## src/rtl/assert_macros.svh

```systemverilog
// ---------------------------------------------------------------------------
// Assertion macros
// Shared shorthand for clocked implication checks with a synchronous reset.
// ---------------------------------------------------------------------------
`ifndef ASSERT_MACROS_SVH
`define ASSERT_MACROS_SVH

// Same-cycle implication: when ante holds, cons holds at the same edge
`define ASSERT_IMPLY(label, clk, rst_n, ante, cons) \
    label: assert property (@(posedge clk) disable iff (!(rst_n)) (ante) |-> (cons)) \
        else $error("implication check failed");

// Next-cycle implication: when ante holds, cons holds at the following edge
`define ASSERT_NEXT(label, clk, rst_n, ante, cons) \
    label: assert property (@(posedge clk) disable iff (!(rst_n)) (ante) |=> (cons)) \
        else $error("next-cycle check failed");

`endif

```

## src/rtl/trle_pkg.sv

```systemverilog
// ---------------------------------------------------------------------------
// trle_pkg
// Types and constants shared by the text run-length encoder modules.
// ---------------------------------------------------------------------------
`timescale 1ns / 1ps

package trle_pkg;

    // Encoding constants
    localparam logic [3:0] CHUNK_MAX  = 4'd9;   // longest run sent as one chunk
    localparam logic [3:0] RAW_MAX    = 4'd2;   // longest run sent as raw bytes
    localparam logic [7:0] DIGIT_BASE = 8'h30;  // ASCII '0'
    localparam logic [7:0] AT_SIGN    = 8'h40;  // ASCII '@'

    // Command queue geometry (depth is a power of two)
    localparam int QUEUE_DEPTH = 4;
    localparam int QUEUE_AW    = $clog2(QUEUE_DEPTH);
    localparam int QUEUE_CW    = $clog2(QUEUE_DEPTH + 1);

    // Input beat
    typedef struct packed {
        logic [7:0] data_byte;
        logic       line_end;
    } t_in;

    // Result beat
    typedef struct packed {
        logic [7:0] code_byte;
        logic       last_of_item;
        logic       line_done;
    } t_out;

    // How one run segment is emitted
    typedef enum logic [1:0] {
        SEG_NONE,
        SEG_RAW,
        SEG_CODED
    } t_seg_kind;

    // One segment: raw repeat (num = 1..2) or digit/'@'/symbol (num = count)
    typedef struct packed {
        t_seg_kind  kind;
        logic [3:0] num;
        logic [7:0] sym;
    } t_seg;

    // Work for one input item: flush/chunk segment, then line-end flush
    typedef struct packed {
        t_seg seg0;
        t_seg seg1;
        logic line_end;
    } t_cmd;

endpackage

```

## src/rtl/text_run_length_encoder.sv

```systemverilog
// ---------------------------------------------------------------------------
// text_run_length_encoder: one byte of a line per beat in, encoded bytes out.
// Commands wait in a 4-deep queue, which 2-4 byte items back up; output is registered.
// Throughput: 1 beat/cycle in while not full, 1 byte/cycle out while pop is held.
// Reset (sync, active low) clears run state, command queue and output valid flag.
// ---------------------------------------------------------------------------
`timescale 1ns / 1ps
`include "assert_macros.svh"

module text_run_length_encoder import trle_pkg::*; (
    input  logic i_clk,
    input  logic i_rst_n,
    input  logic push,
    output logic full,
    input  t_in  i_item,
    output logic empty,
    input  logic pop,
    output t_out o_result
);

    logic accept;
    logic q_push;
    logic q_pop;
    logic q_full;
    logic q_empty;
    t_cmd q_in;
    t_cmd q_out;

    assign full   = q_full;
    assign accept = push && !q_full;

    // Run tracking and classification
    trle_front u_front (
        .i_clk    (i_clk),
        .i_rst_n  (i_rst_n),
        .i_accept (accept),
        .i_item   (i_item),
        .o_push   (q_push),
        .o_cmd    (q_in)
    );

    // Command queue
    trle_queue u_queue (
        .i_clk   (i_clk),
        .i_rst_n (i_rst_n),
        .i_push  (q_push),
        .i_cmd   (q_in),
        .i_pop   (q_pop),
        .o_full  (q_full),
        .o_empty (q_empty),
        .o_cmd   (q_out)
    );

    // Byte sequencing
    trle_back u_back (
        .i_clk     (i_clk),
        .i_rst_n   (i_rst_n),
        .i_q_empty (q_empty),
        .i_cmd     (q_out),
        .o_q_pop   (q_pop),
        .i_pop     (pop),
        .o_empty   (empty),
        .o_result  (o_result)
    );

    // Checks
    `ASSERT_IMPLY(a_push_room, i_clk, i_rst_n, q_push, !q_full)
    `ASSERT_IMPLY(a_done_is_last, i_clk, i_rst_n, !empty && o_result.line_done, o_result.last_of_item)
    `ASSERT_NEXT(a_out_refill, i_clk, i_rst_n, empty && !q_empty, !empty)
    `ASSERT_IMPLY(a_pop_has_cmd, i_clk, i_rst_n, q_pop, !q_empty)

endmodule

```

## src/rtl/trle_front.sv

```systemverilog
// ---------------------------------------------------------------------------
// trle_front
// Tracks the open run and turns each input beat into an emit command.
// ---------------------------------------------------------------------------
`timescale 1ns / 1ps

module trle_front import trle_pkg::*; (
    input  logic i_clk,
    input  logic i_rst_n,
    input  logic i_accept,
    input  t_in  i_item,
    output logic o_push,
    output t_cmd o_cmd
);

    // Run state
    logic [7:0] r_run_byte,  n_run_byte;
    logic [3:0] r_run_count, n_run_count;
    logic       r_run_split, n_run_split;

    logic       run_open;
    logic       same_byte;
    logic       chunk;
    logic [3:0] cnt_inc;
    logic [3:0] step_count;
    logic       step_split;
    t_seg       seg0;
    t_seg       seg1;

    // Classify how a run is flushed
    function automatic t_seg seg_flush(input logic [3:0] cnt, input logic split,
                                       input logic [7:0] sym);
        t_seg s;
        s.num = cnt;
        s.sym = sym;
        if (split) begin
            s.kind = (cnt != 4'd0) ? SEG_CODED : SEG_NONE;
        end else if (cnt > RAW_MAX) begin
            s.kind = SEG_CODED;
        end else if (cnt != 4'd0) begin
            s.kind = SEG_RAW;
        end else begin
            s.kind = SEG_NONE;
        end
        return s;
    endfunction

    // Extend or restart the run, emit a chunk on the ninth byte
    always_comb begin
        run_open  = (r_run_count != 4'd0) || r_run_split;
        same_byte = run_open && (i_item.data_byte == r_run_byte);
        cnt_inc   = r_run_count + 4'd1;
        chunk     = same_byte && (cnt_inc == CHUNK_MAX);

        if (same_byte) begin
            step_count = chunk ? 4'd0 : cnt_inc;
            step_split = r_run_split | chunk;
        end else begin
            step_count = 4'd1;
            step_split = 1'b0;
        end

        if (chunk) begin
            seg0.kind = SEG_CODED;
            seg0.num  = CHUNK_MAX;
            seg0.sym  = i_item.data_byte;
        end else if (run_open && !same_byte) begin
            seg0 = seg_flush(r_run_count, r_run_split, r_run_byte);
        end else begin
            seg0.kind = SEG_NONE;
            seg0.num  = 4'd0;
            seg0.sym  = 8'd0;
        end

        if (i_item.line_end) begin
            seg1 = seg_flush(step_count, step_split, i_item.data_byte);
        end else begin
            seg1.kind = SEG_NONE;
            seg1.num  = 4'd0;
            seg1.sym  = 8'd0;
        end

        // Line end returns the run to its reset state
        n_run_byte  = i_item.line_end ? 8'd0 : i_item.data_byte;
        n_run_count = i_item.line_end ? 4'd0 : step_count;
        n_run_split = i_item.line_end ? 1'b0 : step_split;
    end

    // Command out; items with nothing to emit are not queued
    assign o_cmd.seg0     = seg0;
    assign o_cmd.seg1     = seg1;
    assign o_cmd.line_end = i_item.line_end;
    assign o_push         = i_accept && ((seg0.kind != SEG_NONE) || (seg1.kind != SEG_NONE));

    // Run state register
    always_ff @(posedge i_clk) begin
        if (!i_rst_n) begin
            r_run_byte  <= 8'd0;
            r_run_count <= 4'd0;
            r_run_split <= 1'b0;
        end else if (i_accept) begin
            r_run_byte  <= n_run_byte;
            r_run_count <= n_run_count;
            r_run_split <= n_run_split;
        end
    end

endmodule

```

## src/rtl/trle_queue.sv

```systemverilog
// ---------------------------------------------------------------------------
// trle_queue
// Short command queue between the front and back parts.
// ---------------------------------------------------------------------------
`timescale 1ns / 1ps

module trle_queue import trle_pkg::*; (
    input  logic i_clk,
    input  logic i_rst_n,
    input  logic i_push,
    input  t_cmd i_cmd,
    input  logic i_pop,
    output logic o_full,
    output logic o_empty,
    output t_cmd o_cmd
);

    t_cmd                r_mem [QUEUE_DEPTH];
    logic [QUEUE_AW-1:0] r_wptr;
    logic [QUEUE_AW-1:0] r_rptr;
    logic [QUEUE_CW-1:0] r_count;

    logic do_push;
    logic do_pop;

    assign o_full  = (r_count == QUEUE_CW'(QUEUE_DEPTH));
    assign o_empty = (r_count == '0);
    assign o_cmd   = r_mem[r_rptr];
    assign do_push = i_push && !o_full;
    assign do_pop  = i_pop && !o_empty;

    // Storage
    always_ff @(posedge i_clk) begin
        if (do_push) begin
            r_mem[r_wptr] <= i_cmd;
        end
    end

    // Pointers and fill count
    always_ff @(posedge i_clk) begin
        if (!i_rst_n) begin
            r_wptr  <= '0;
            r_rptr  <= '0;
            r_count <= '0;
        end else begin
            if (do_push) begin
                r_wptr <= r_wptr + QUEUE_AW'(1);
            end
            if (do_pop) begin
                r_rptr <= r_rptr + QUEUE_AW'(1);
            end
            if (do_push && !do_pop) begin
                r_count <= r_count + QUEUE_CW'(1);
            end else if (do_pop && !do_push) begin
                r_count <= r_count - QUEUE_CW'(1);
            end
        end
    end

endmodule

```

## src/rtl/trle_back.sv

```systemverilog
// ---------------------------------------------------------------------------
// trle_back
// Walks each queued command and sends its bytes, one beat per cycle while popped.
// ---------------------------------------------------------------------------
`timescale 1ns / 1ps

module trle_back import trle_pkg::*; (
    input  logic i_clk,
    input  logic i_rst_n,
    input  logic i_q_empty,
    input  t_cmd i_cmd,
    output logic o_q_pop,
    input  logic i_pop,
    output logic o_empty,
    output t_out o_result
);

    logic       r_valid;
    t_out       r_out;
    logic [1:0] r_pos;

    logic [2:0] len0;
    logic [2:0] len1;
    logic [2:0] total;
    logic [2:0] pos_ext;
    logic [2:0] idx1;
    logic [7:0] sel_byte;
    logic       is_last;
    logic       load;

    // Bytes produced by one segment
    function automatic logic [2:0] seg_len(input t_seg s);
        case (s.kind)
            SEG_RAW:   return s.num[2:0];
            SEG_CODED: return 3'd3;
            default:   return 3'd0;
        endcase
    endfunction

    // Byte at a position inside one segment
    function automatic logic [7:0] seg_byte(input t_seg s, input logic [1:0] idx);
        if (s.kind == SEG_CODED) begin
            case (idx)
                2'd0:    return DIGIT_BASE + {4'd0, s.num};
                2'd1:    return AT_SIGN;
                default: return s.sym;
            endcase
        end
        return s.sym;
    endfunction

    // Select the current byte of the head command
    always_comb begin
        len0    = seg_len(i_cmd.seg0);
        len1    = seg_len(i_cmd.seg1);
        total   = len0 + len1;
        pos_ext = {1'b0, r_pos};
        idx1    = pos_ext - len0;
        if (pos_ext < len0) begin
            sel_byte = seg_byte(i_cmd.seg0, r_pos);
        end else begin
            sel_byte = seg_byte(i_cmd.seg1, idx1[1:0]);
        end
        is_last = ((pos_ext + 3'd1) == total);
        load    = !i_q_empty && (!r_valid || i_pop);
    end

    assign o_q_pop  = load && is_last;
    assign o_empty  = !r_valid;
    assign o_result = r_out;

    // Output register and byte position
    always_ff @(posedge i_clk) begin
        if (!i_rst_n) begin
            r_valid <= 1'b0;
            r_pos   <= 2'd0;
        end else if (load) begin
            r_valid <= 1'b1;
            r_pos   <= is_last ? 2'd0 : (r_pos + 2'd1);
        end else if (i_pop) begin
            r_valid <= 1'b0;
        end
    end

    always_ff @(posedge i_clk) begin
        if (load) begin
            r_out.code_byte    <= sel_byte;
            r_out.last_of_item <= is_last;
            r_out.line_done    <= is_last && i_cmd.line_end;
        end
    end

endmodule
```

## config.mk

```make
export PLATFORM = sky130hd
export DESIGN_NAME = text_run_length_encoder
export DESIGN_NICKNAME = d
export VERILOG_FILES = /design/src/rtl/trle_pkg.sv /design/src/rtl/text_run_length_encoder.sv /design/src/rtl/trle_front.sv /design/src/rtl/trle_queue.sv /design/src/rtl/trle_back.sv
export VERILOG_INCLUDE_DIRS = /design/src /design/src/rtl
export SDC_FILE = /design/constraint.sdc
export NUM_CORES = 1
export LEC_CHECK = 0
export BUFFER_PORTS_ARGS = -buffer_cell sky130_fd_sc_hd__buf_2
export CORE_MARGIN = 5
export CORE_UTILIZATION = 50
export DETAILED_ROUTE_END_ITERATION = 8
export MAX_ROUTING_LAYER = met4
export PLACE_DENSITY_LB_ADDON = 0.1
export RECOVER_POWER = 50
export SLEW_MARGIN = 10
export SYNTH_ARGS = -nofsm -noshare
export SYNTH_HDL_FRONTEND = slang
export SYNTH_SLANG_ARGS = --single-unit
```

## constraint.sdc

```tcl
create_clock -name i_clk -period 13.1 [get_ports i_clk]
set_clock_uncertainty 0.15 [all_clocks]
set_input_delay 1.965 -clock i_clk [delete_from_list [all_inputs] [get_ports i_clk]]
set_output_delay 1.965 -clock i_clk [all_outputs]
set_load 0.05 [all_outputs]
```

==> qor.csv <==
stage,metric,value,unit
yosys,combinational family with the most area after synthesis,multiplexers,
yosys,most common cell in the netlist,edfxtp_1,
clock_tree,hold buffer count at CTS,0,
detailed_routing,DR vias/cell,5.725,
power_and_ir_drop,PwrDens,198.1,nW/um^2
placed_design,dpl hpwl,8975,um
worst_setup_path,Worst Path Arrival,5.41,ns
sta,max-slew violations,0,
detailed_routing,average wire per standard cell,20.59,um
clock_tree,# H-tree levels,4,
clock_tree,CTS Sinks,151,
global_routing,largest net degree at the start of global routing,30,
sta,RSZ-0062 raised after global routing,false,
yosys,Synth Area in Simple Gates,9.613,%
detailed_routing,Pre-antenna DRT Iters,5,
yosys,cell count after synthesis,448,
global_routing,initial antenna violation count,0,
worst_setup_path,crit path from,i_item[8],
worst_setup_path,Setup crit start kind,input port,
yosys,largest area contributor in the netlist,edfxtp_1,
finish,number of fillers in the final layout,1032,
yosys,Compound-Gate Fraction of Synth Area,8.192,%
global_routing,total track usage,18.37,%
sta,Slew @ Worst Pin,1.222,ns
yosys,top_reg_cell synth,edfxtp_1,
clock_tree,clock buffer depth,2,
floorplan,die width,126.5,um
global_routing,met2 GRT Util,27.99,%
power_and_ir_drop,maximum VDD drop,87.34,uV
placed_design,Placer Congestion,0.8635,
finish,# diodes,0,
sta,final worst slack,7.885,ns
yosys,Avg Inst Size Synth,15.14,um^2
yosys,syn nets,481,
worst_setup_path,kind of critical path,in2reg,
global_routing,GRT busiest layer,met2,
clock_tree,clock root buffer,clkbuf_16,
sta,final hold slack,0.3384,ns
power_and_ir_drop,Pwr Total,1.511,mW
worst_hold_path,Hold Crit Class,reg2reg,
finish,layout cell share with drive strength beyond 1,18.11,%
sta,Tcrit/Tclk final,39.81,%
placed_design,pre-CTS WS,7.919,ns
clock_tree,clock latency on the worst-skew pair,0.42,ns
yosys,YS warnings,0,
finish,# nets final,506,
yosys,#FFs+latches synth,151,
yosys,most frequent cells after synthesis,"126 x edfxtp_1, 29 x mux4_2, 25 x dfxtp_1, 20 x inv_1",
yosys,Post-synth EDFFs,126,
yosys,post-synthesis mux area share,9.926,%
yosys,largest cells by area after synthesis,"edfxtp_1 56%, mux4_2 9.6%, dfxtp_1 7.4%",
yosys,Synth cell types,60,
global_routing,GR Layer Usage met1,24.72,%
yosys,share of the synthesized area in the top cell type,55.79,%
clock_tree,CTS Buf Count,17,
clock_tree,setup bufs post-CTS,0,
run,# Max-Cap Violations,0,
sta,Final min period,5.215,ns
global_routing,global-route met3 utilization,4.035,%
detailed_routing,1st-iter DRT viols,420,
floorplan,die height,126.5,um
finish,Layout area overhead,12.47,%
global_routing,gr ovfl total,0,
global_routing,vias in the first global route,3747,
yosys,sequential fraction of the synthesis area,63.17,%
worst_setup_path,CP Capture Type,flip-flop,
clock_tree,post-cts resize count,0,
sta,Worst slew margin,18.55,%
yosys,Synth Area in Adders,3.911,%
sta,final setup vio count,0,
floorplan,Starting Density,51.01,%
sta,f_max,191.7,MHz
yosys,Synth Area in XOR/XNOR,2.509,%
clock_tree,register clock-pin slew on the reported worst setup and hold paths,0.06,ns
worst_setup_path,CP required,13.30,ns
placed_design,I/O Buffers,24,
global_routing,global-route wire length before repair,21380,um
detailed_routing,Routed Antenna Nets,0,
yosys,Async SR Flop Fraction,0,%
sta,Fin. Hold Viols,0,
detailed_routing,Via Count,3790,
run_status,status,completed,
worst_setup_path,"Max FO, Critical Path",9,
detailed_routing,DRC viols,0,
detailed_routing,Routed WL,13630,um
floorplan,number of core rows,42,
power_and_ir_drop,Leakage,2.642,nW
floorplan,Die Footprint,15990,um^2
worst_hold_path,hold path start,u_back.r_valid,
floorplan,Core ar.,13300,um^2
yosys,Post-Syn Area,6782,um^2
clock_tree,TritonCTS clock tree,yes,
finish,post-layout util,57.37,%
floorplan,IO Pins,25,
sta,setup_tns,0,ns
## cell type report
type                            count  area [um^2]  area share (%)
Clock buffer                       17        425.4           5.577
Inverter                           20        75.07          0.9843
Multi-Input combinational cell    256         2301           30.17
Timing Repair Buffer               27        121.4           1.591
Sequential cell                   151         4285           56.18
Tap cell                          176        220.2           2.887
Clock inverter                     15        198.9           2.608
## worst max-delay path, stage by stage
cell and delay, ns:
clkbuf_1 0.11, xor2_1 0.15, nor4_1 0.57, nand4_1 0.29, a211oi_1 0.75, o31a_1 0.28, ha_1 0.22, inv_1 0.06
fa_1 0.37, xor2_1 0.17, or3_1 0.30, a21boi_0 0.16
## stage by stage
| step | instance area (um^2) | cells |
|---|---|---|
| final | 7627 | 662 |
| after global routing | 7627 | 662 |
| after CTS | 7669 | 662 |
| after detailed placement | 7044 | 630 |
| after global placement | 7044 | 630 |
| after floorplan | 6782 | 448 |
## cell families after synthesis
kind of cell	count (synthesis)
fa+ha+maj	20
buf+inv	41
mux	31
flops	151
simple gates	110
xor+xnor	17
compound gates	78
## power by group
group | total, mW | internal, mW | switching, mW
clock network | 0.516 | 0.319 | 0.197
registers | 0.631 | 0.601 | 0.0294
logic | 0.364 | 0.122 | 0.242
## final timing paths
kind / endpoint / slack (ns) / cells past startpoint
max: u_queue.r_count[2] / 7.88 / 12
min: u_back.r_valid / 0.34 / 2
max reg2reg: u_queue.r_count[2] / 8.01 / 17
min reg2reg: u_back.r_valid / 0.34 / 2
## cells in the final DEF, fill, tap and decap left out, types with 6 or more instances in the layout
master,n
edfxtp_1,126
mux4_2,29
dfxtp_1,24
inv_1,20
nand2_1,18
a21oi_1,18
ha_1,18
clkbuf_16,17
clkbuf_1,15
nor2_1,14
xor2_1,13
and3_1,13
nor2b_1,13
buf_2,10
and2_0,9
a22o_1,8
nand3_1,7
nor3_1,7
o21ai_0,7
a31oi_1,6
a211oi_1,6
## state kept, by name, summed over array words and instances, names as in the netlist, named ones only
| register | count |
|---|---|
| u_back.r_valid | 1 |
| u_front.r_run_count | 4 |
| u_front.r_run_split | 1 |
| u_queue.r_mem | 116 |
| u_back.r_pos | 2 |
| u_back.o_result | 10 |
| u_queue.r_wptr | 2 |
| u_queue.r_count | 3 |
| u_front.r_run_byte | 8 |
| u_queue.r_rptr | 2 |
## metal layers
layer  wire length (um)  share of wire [%]
met1               6269                 46
met2               6480                 48
met3                666                4.9
met4                213                1.6
met5                  0                  0
Note: power is estimated with default switching activity, not from simulation.
